[config.mk]
export PLATFORM = sky130hd
export DESIGN_NAME = lqsm_ram
export DESIGN_NICKNAME = d
export VERILOG_FILES = /design/src/hw/rtl/lqsm_ram.sv
export SDC_FILE = /design/constraint.sdc
export NUM_CORES = 2
export LEC_CHECK = 0
export BUFFER_PORTS_ARGS = -buffer_cell sky130_fd_sc_hd__clkbuf_2
export CAP_MARGIN = 20
export CORE_MARGIN = 4
export CORE_UTILIZATION = 45
export CTS_CLUSTER_SIZE = 14
export DETAILED_ROUTE_END_ITERATION = 16
export PLACE_DENSITY = 0.67
export SLEW_MARGIN = 15
export SYNTH_ARGS = -nofsm -noshare
export SYNTH_HDL_FRONTEND = slang
export SYNTH_SLANG_ARGS = --single-unit
[constraint.sdc]
create_clock -name clk -period 3.8 [get_ports clk]
set_clock_uncertainty 0.15 [all_clocks]
set_input_delay 0.19 -clock clk [delete_from_list [all_inputs] [get_ports clk]]
set_output_delay 0.19 -clock clk [all_outputs]
set_load 0.01 [all_outputs]
[src/hw/rtl/lqsm_ram.sv]
// Generic single-write, single-read RAM with registered read data.
module lqsm_ram #(
  parameter int WIDTH = 32,
  parameter int DEPTH = 128,
  localparam int AW   = (DEPTH > 1) ? $clog2(DEPTH) : 1
) (
  input  logic             clk,
  input  logic             we,
  input  logic [AW-1:0]    waddr,
  input  logic [WIDTH-1:0] wdata,
  input  logic [AW-1:0]    raddr,
  output logic [WIDTH-1:0] rdata
);

  logic [WIDTH-1:0] mem [DEPTH];
  logic [WIDTH-1:0] rdata_r;

  always_ff @(posedge clk) begin
    if (we) begin
      mem[waddr] <= wdata;
    end
    rdata_r <= mem[raddr];
  end

  assign rdata = rdata_r;

endmodule

==> results.sh <==
export IMPL_startpoint_type="flop"
export IMPL_die_area_mm2=0.357
export IMPL_yosysWarningCount=0
export IMPL_tns_ps=0
export IMPL_regToRegSetupSlack_ps=520
export IMPL_outcome="complete, but fails checks"
export IMPL_ios=80
export IMPL_end_kind="flop"
export IMPL_fmax_ghz=0.305
export IMPL_numCtsBuffers=407
export IMPL_hold_depth=2
export IMPL_use_met3_pct=4.96
export IMPL_antenna_found_initial=58
export IMPL_crit_fanout=1
export IMPL_cts_tree="built"
export IMPL_via_per_inst=6.29
export IMPL_ys_seq_area_share_pct=79.1
export IMPL_drt_total_wl_um=411000
export IMPL_hpwlAfterDp_um=227000
export IMPL_dp_cells=10700
export IMPL_die_w_um=597
export IMPL_coreArea_mm2=0.346
export IMPL_use_met1_pct=32.6
export IMPL_vdd_drop_max_uv=455
export IMPL_startpoint="mem[77][8]$_DFFE_PP_"
export IMPL_grt_overflow_total=0
export IMPL_synth_area_leaders="edfxtp_1, mux4_2, clkbuf_1"
export IMPL_post_cts_buffers=0
export IMPL_reg2reg_depth=5
export IMPL_min_to="mem[29][26]$_DFFE_PP_"
export IMPL_finalHoldViolations=0
export IMPL_die_height_um=597
export IMPL_numPortBuffers=79
export IMPL_nNetsFinal=6646
export IMPL_wl_per_cell_um=35.6
export IMPL_cts_sinks=4128
export IMPL_fin_crit_sh_pct=86.3
export IMPL_dr_pass1_iters=5
export IMPL_grt_pass1_vias=72800
export IMPL_drt_iter0_drc=11300
export IMPL_fillers=25500
export IMPL_instances_no_fill=11600
export IMPL_critical_path_class="flop to flop"
export IMPL_post_dp_cell_area_mm2=0.167
export IMPL_synth_most_common_cell="edfxtp_1"
export IMPL_grt_busiest_layer="met2"
export IMPL_regToRegEndpoint="rdata[8]$_DFF_P_"
export IMPL_drv_cap=0
export IMPL_tightestPinTransition_ps=1170
export IMPL_ant_nets=1
export IMPL_synth_fp_nets=6038
export IMPL_worstSkewPairLatency_ps=980
export IMPL_groute_usage_overall_pct=23.0
export IMPL_synth_seq_cells=4128
export IMPL_synth_top_area_share_pct=78.7
export IMPL_ys_flop_type="edfxtp_1"
export IMPL_yosysUniqueCellTypes=17
export IMPL_power_w=0.0958
export IMPL_leakagePower_nw=55.5
export IMPL_num_vias=72700
export IMPL_syn_area_mm2=0.156
export IMPL_whs_ps=95.5
export IMPL_grt_pass1_wl_um=576000
export IMPL_pwr_density_cell_mw_per_mm2=530
export IMPL_drive_gt1_share_pct=36.9
export IMPL_cts_buffer_depth=4
export IMPL_hold_path_startpoint="wdata[26]"
export IMPL_syn_inst=5990
export IMPL_gp_congestion=0.831
export IMPL_hp_class="input pin to flop"
export IMPL_grtUsageMet2_pct=35.5
export IMPL_cts_root_buf="clkbuf_16"
export IMPL_avgSynthCellArea_um2=26.1
export IMPL_arrival_ps=3960
export IMPL_clk_pin_slew_ps=60
export IMPL_post_synth_top_area_cell="edfxtp_1"
export IMPL_layout_min_cycle_time_ps=3280
export IMPL_maxSlewHeadroom_pct=21.8
export IMPL_cts_max_level=5
export IMPL_rsz0062_at_grt="no"
export IMPL_fin_area_mm2=0.181
export IMPL_setup_viol=0
export IMPL_grt_start_max_net_pins=105
export IMPL_synth_edf_count=4096
export IMPL_drv_slew=0
export IMPL_drc=0
export IMPL_async_flop_share_pct=0
export IMPL_violations="antenna rules"
export IMPL_ctsResizeCount=0
export IMPL_r2r_start="mem[77][8]$_DFFE_PP_"
export IMPL_synth_common_cells="edfxtp_1, mux4_2, clkbuf_1, nor2_1, buf_2"
export IMPL_hold_buffers=47
export IMPL_start_util_pct=45.2
export IMPL_num_rows=216
export IMPL_critPathRequiredTime_ps=4480
export IMPL_areaGrowthSynthToFinish_pct=15.8
-- flip-flops by register name (all words and copies together) (netlist names) --
signal,flops
mem,4096
rdata,32
-- worst max-delay path, stage by stage (launching register included) --
cell and delay [ps]:
edfxtp_1 370, mux4_2 480, mux4_2 580, mux4_2 660, mux2_2 320, dlygate4sd3_1 560
-- how the worst max path moves through the flow --
stage                            to  slack, ps  depth (start not counted)
5_1_grt            rdata[8]$_DFF_P_        470                          5
2_1_floorplan  mem[98][0]$_DFFE_PP_        220                          3
4_1_cts            rdata[8]$_DFF_P_        490                          5
6_report           rdata[8]$_DFF_P_        520                          5
3_3_place_gp       rdata[1]$_DFF_P_         40                          8
3_5_place_dp       rdata[1]$_DFF_P_         60                          8
-- where the power goes --
part	total (W)	switching [W]	internal, W
Clock	0.0402	0.0171	0.0231
Sequential	0.0506	0.000280	0.0503
Combinational	0.00506	0.00303	0.00203
Total	0.0958	0.0204	0.0754
-- layout make-up --
cell class,instances,area [um2],area share (%)
Antenna cell,41,103,0.0567
Clock buffer,504,10700,5.90
Clock inverter,247,2740,1.51
Multi-Input combinational cell,1546,32300,17.8
Sequential cell,4128,124000,68.3
Tap cell,4578,5730,3.17
Timing Repair Buffer,515,5760,3.18
-- through the flow --
stage | worst slack, ps | util (%)
6_report | 522 | 52.3
5_1_grt | 473 | 52.3
4_1_cts | 492 | 52.2
3_5_place_dp | 60.1 | 48.2
3_3_place_gp | 44.5 | 48.2
2_1_floorplan | 221 | -
-- routing by layer --
| metal | up-vias | wire (um) |
|---|---|---|
| li1 | 27700 | - |
| met1 | 39600 | 152000 |
| met2 | 4633 | 194000 |
| met3 | 722 | 48100 |
| met4 | 14 | 17100 |
| met5 | - | 85 |
-- logic make-up (layout without fill, tap and decap cells) --
kind of cell | after synthesis | in the layout | share of synthesized area [%]
AND/OR/NAND/NOR | 170 | 170 | 0.446
multiplexers | 1376 | 1376 | 19.6
other | 0 | 41 | 0
buffers and inverters | 316 | 1266 | 0.839
flip-flops | 4128 | 4128 | 79.1
-- placed cells by master, fill, tap and decap left out, types with 8 or more instances in the layout --
cell and instances:
dlygate4sd3_1 47, mux4_2 1344, buf_12 134, clkbuf_2 40
clkinv_1 82, clkinv_16 12, bufinv_16 45, nor3_2 9
mux2_2 32, clkinv_2 75, nor2_4 119, nand2_1 11
clkbuf_1 88, diode_2 41, buf_4 279, clkbuf_16 411
buf_16 8, nand3_1 8, edfxtp_1 4096, clkinvlp_4 16
dfxtp_1 32
Power figures use the tool's default switching activity.
