===== config.mk =====
export PLATFORM = sky130hd
export DESIGN_NAME = lqsm_cmp
export DESIGN_NICKNAME = d
export VERILOG_FILES = /design/src/hw/rtl/lqsm_pkg.sv /design/src/hw/rtl/lqsm_cmp.sv
export SDC_FILE = /design/constraint.sdc
export NUM_CORES = 1
export LEC_CHECK = 0
export ABC_AREA = 1
export BUFFER_PORTS_ARGS = -buffer_cell sky130_fd_sc_hd__buf_2
export CORE_MARGIN = 5
export CORE_UTILIZATION = 43
export DETAILED_ROUTE_END_ITERATION = 10
export GPL_ROUTABILITY_DRIVEN = 0
export MAX_ROUTING_LAYER = met4
export PLACE_DENSITY_LB_ADDON = 0.08
export SLEW_MARGIN = 20
export SYNTH_ARGS = -nofsm -noshare
export SYNTH_HDL_FRONTEND = slang
export SYNTH_SLANG_ARGS = --single-unit

===== constraint.sdc =====
create_clock -name vclk -period 1.2
set_clock_uncertainty 0.05 [all_clocks]
set_input_delay 0 -clock vclk [all_inputs]
set_output_delay 0 -clock vclk [all_outputs]
set_load 0.005 [all_outputs]

===== src/hw/rtl/lqsm_pkg.sv =====
// Shared types and constants of the linear queue with search and max.
package lqsm_pkg;

  localparam int DEPTH_DEF = 128;
  localparam int WORD_W    = 32;
  localparam int REQ_W     = 2;
  localparam int STAT_W    = 2;
  localparam int IDX_W     = 7;

  typedef enum logic [REQ_W-1:0] {
    REQ_ENQ    = 2'd0,
    REQ_DEQ    = 2'd1,
    REQ_SEARCH = 2'd2,
    REQ_MAX    = 2'd3
  } req_t;

  typedef enum logic [STAT_W-1:0] {
    ST_OK       = 2'd0,
    ST_FULL     = 2'd1,
    ST_EMPTY    = 2'd2,
    ST_NOTFOUND = 2'd3
  } status_t;

  // Flags from the shared compare unit.
  typedef struct packed {
    logic eq;
    logic gt;
  } cmp_res_t;

endpackage


===== src/hw/rtl/lqsm_cmp.sv =====
// Shared compare unit: equality and signed greater-than of two words.
module lqsm_cmp (
  input  logic signed [lqsm_pkg::WORD_W-1:0] a,
  input  logic signed [lqsm_pkg::WORD_W-1:0] b,
  output lqsm_pkg::cmp_res_t                 res
);
  import lqsm_pkg::*;

  assign res.eq = (a == b);
  assign res.gt = (a > b);

endmodule


==> impl_metrics.json <==
{
  "run_status": "finished, violations left",
  "failed_checks": "setup timing",
  "post_synth_xor_area_fraction": 0,
  "synth_fp_nets": 241,
  "setup.worst_path.class": "input port to primary output",
  "final.period_utilization": 1.17,
  "synth_simple_gate_area_share": 0.249,
  "avgSynthCellArea_um2": 6.14,
  "synth_cells": 145,
  "holdCritStartpoint": "a[16]",
  "mappedNetlistArea_um2": 891,
  "synth_top_area_cell": "sky130_fd_sc_hd__ha_1",
  "peakVddDrop_mv": 0.264,
  "ant_nets": 0,
  "yosys_warnings": 0,
  "synth_top_cell_area_share": 0.449,
  "timing.max_slew.rel_slack": 0.858,
  "die_width_um": 55.5,
  "detailroute.wirelength.met2_um": 2050,
  "finalMaxSlewViolations": 0,
  "synthDistinctLibCells": 16,
  "drt-initial-drc-count": 30,
  "post-synth-top-count-cell": "sky130_fd_sc_hd__inv_1",
  "power_per_cell_area_nw_per_um2": 376,
  "netlist_top_cells_count": "sky130_fd_sc_hd__inv_1, sky130_fd_sc_hd__nand2_1, sky130_fd_sc_hd__ha_1",
  "setup_tns_ns": -0.291,
  "hold_path_depth": 5,
  "area_growth_syn_to_layout_pct": 99.4,
  "holdCritPathClass": "input port to primary output",
  "vias": 1223,
  "die-height_um": 55.5,
  "cts_hold_buf": 0,
  "netlist_top_cells_area": "sky130_fd_sc_hd__ha_1, sky130_fd_sc_hd__inv_1, sky130_fd_sc_hd__nand2_1",
  "totalWireLength_um": 3760,
  "design.core.area_um2": 1960,
  "worst-endpoint-required_ns": 1.15,
  "met3_length_um": 207,
  "crit_path_end_kind": "primary output",
  "detail_route.drc_violations": 0,
  "hold_viol_final": 0,
  "detail_route.wl_per_cell_um": 15.4,
  "floorplan.io_pins": 66,
  "worst_setup_path_start_kind": "input port",
  "worstPathArrival_ns": 1.35,
  "worstMarginPinSlew_ns": 0.212,
  "antenna_violations_before_repair": 0,
  "dr.max_layer_used": "met4",
  "grt_first_pass_wirelength_um": 4700,
  "crit_fanout": 2,
  "layout.core_utilization": 0.906,
  "grt_start_max_net_pins": 4,
  "grt-ovfl-total": 0,
  "drtPass1Iterations": 4,
  "cap_violations": 0,
  "insertedDiodeCount": 0,
  "seq_total_area_yosys": 0,
  "final_net_count": 316,
  "finalWorstPathRequiredPeriod_ns": 1.40,
  "nClkBuffers": 0,
  "dp_hpwl_um": 2060,
  "setup_viol_count_final": 2,
  "timing.final.ws_setup_ns": -0.202,
  "p_leak_nw": 0.934,
  "via_per_inst": 4.99,
  "unrepaired_setup_endpoints_after_global_routing": "true",
  "fp.dieArea_um2": 3080,
  "nFillCells": 82,
  "rows": 16,
  "gr-usage-all-layers": 0.184,
  "met1_length_um": 1350,
  "port_buffers": 66,
  "dpl_worst_slack_ns": -0.108,
  "share_of_post_route_cells_with_drive_strength_above_1": 0.670,
  "clock.fmax_ghz": 0.713,
  "synth_top_family_by_area": "adder cells",
  "synth_compound_gate_area_share": 0.129,
  "hold-path-endpoint": "res[1]",
  "flops_and_latches": 0,
  "vias_in_the_first_global_route": 1160,
  "synth_fa_ha_area_frac": 0.449,
  "seq_area_um2": 0,
  "initial_utilization": 0.454,
  "synth_mux_area_frac": 0,
  "area_occupied_by_multi_input_gates_um2": 1110
}
==> cell families after synthesis <==
| kind of cell | count (synthesis) |
|---|---|
| AO/OA/AOI/OAI | 20 |
| buffers and inverters | 41 |
| adder cells (fa/ha/maj) | 32 |
| AND/OR/NAND/NOR | 52 |
==> how the worst max path moves through the flow <==
stage / startpoint / end / slack [ns]
finish: b[9] / res[0] / -0.20
global route: b[5] / res[0] / -0.28
CTS: a[1] / res[0] / -0.07
detailed placement: a[23] / res[0] / -0.11
global placement: b[23] / res[0] / -0.08
floorplan: b[31] / res[0] / 0.16
==> per-layer routing <==
layer  vias up  GRT usage
li1        601          -
met1       542      0.179
met2        66      0.389
met3        14     0.0163
met4         0     0.0278
met5         -          -
==> repair_timing <==
action                                  in CTS  in global routing
pin swaps                                   39                 24
endpoints found under the setup margin       2                  2
resized for setup                           56                 32
buffers inserted                             1                  1
==> metrics by stage <==
step                      hold slack (ns)  cells  cell area (um2)  power [mW]
final                               0.544    245             1780       0.669
after detailed placement            0.527    243             1290       0.396
after floorplan                     0.286    145              891       0.221
after CTS                           0.536    244             1630       0.539
after global placement              0.530    243             1290       0.374
after global routing                0.576    245             1780       0.727
==> final cells by class <==
class	instances	share of cell area
inverters	41	0.0880
multi-input cells	104	0.623
well taps	27	0.0190
repair buffers	73	0.270
==> cells in the final DEF, fill, tap and decap left out <==
master                    count
sky130_fd_sc_hd__buf_2       51
sky130_fd_sc_hd__ha_4        23
sky130_fd_sc_hd__nand2_1     22
sky130_fd_sc_hd__inv_1       21
sky130_fd_sc_hd__inv_2       19
sky130_fd_sc_hd__buf_6       16
sky130_fd_sc_hd__nand2_2     13
sky130_fd_sc_hd__ha_1         9
sky130_fd_sc_hd__a21oi_1      8
sky130_fd_sc_hd__a21oi_2      7
sky130_fd_sc_hd__buf_4        6
sky130_fd_sc_hd__nor2_1       5
sky130_fd_sc_hd__nor2_2       4
sky130_fd_sc_hd__nand3_2      2
sky130_fd_sc_hd__o21ai_1      2
sky130_fd_sc_hd__o21a_1       2
sky130_fd_sc_hd__inv_4        1
sky130_fd_sc_hd__nand4_2      1
sky130_fd_sc_hd__nand4_1      1
sky130_fd_sc_hd__nor2_4       1
sky130_fd_sc_hd__nand2_4      1
sky130_fd_sc_hd__nand3_1      1
sky130_fd_sc_hd__nor3_2       1
sky130_fd_sc_hd__a21o_1       1
==> power by group <==
group | total [mW] | switching [mW] | internal (mW)
logic | 0.669 | 0.314 | 0.354
clock network | 0 | 0 | 0
registers | 0 | 0 | 0
==> critical path, stage by stage <==
cell                      delay, ns
sky130_fd_sc_hd__buf_2         0.07
sky130_fd_sc_hd__inv_1         0.05
sky130_fd_sc_hd__ha_4          0.26
sky130_fd_sc_hd__nand2_1       0.06
sky130_fd_sc_hd__nand2_1       0.10
sky130_fd_sc_hd__nand2_1       0.06
sky130_fd_sc_hd__a21oi_1       0.13
sky130_fd_sc_hd__nor2_1        0.07
sky130_fd_sc_hd__nand2_1       0.10
sky130_fd_sc_hd__nand2_2       0.07
sky130_fd_sc_hd__nand2_1       0.07
sky130_fd_sc_hd__nand2_1       0.07
sky130_fd_sc_hd__a21oi_2       0.11
sky130_fd_sc_hd__buf_2         0.12
Note: power is estimated with default switching activity, not from simulation.
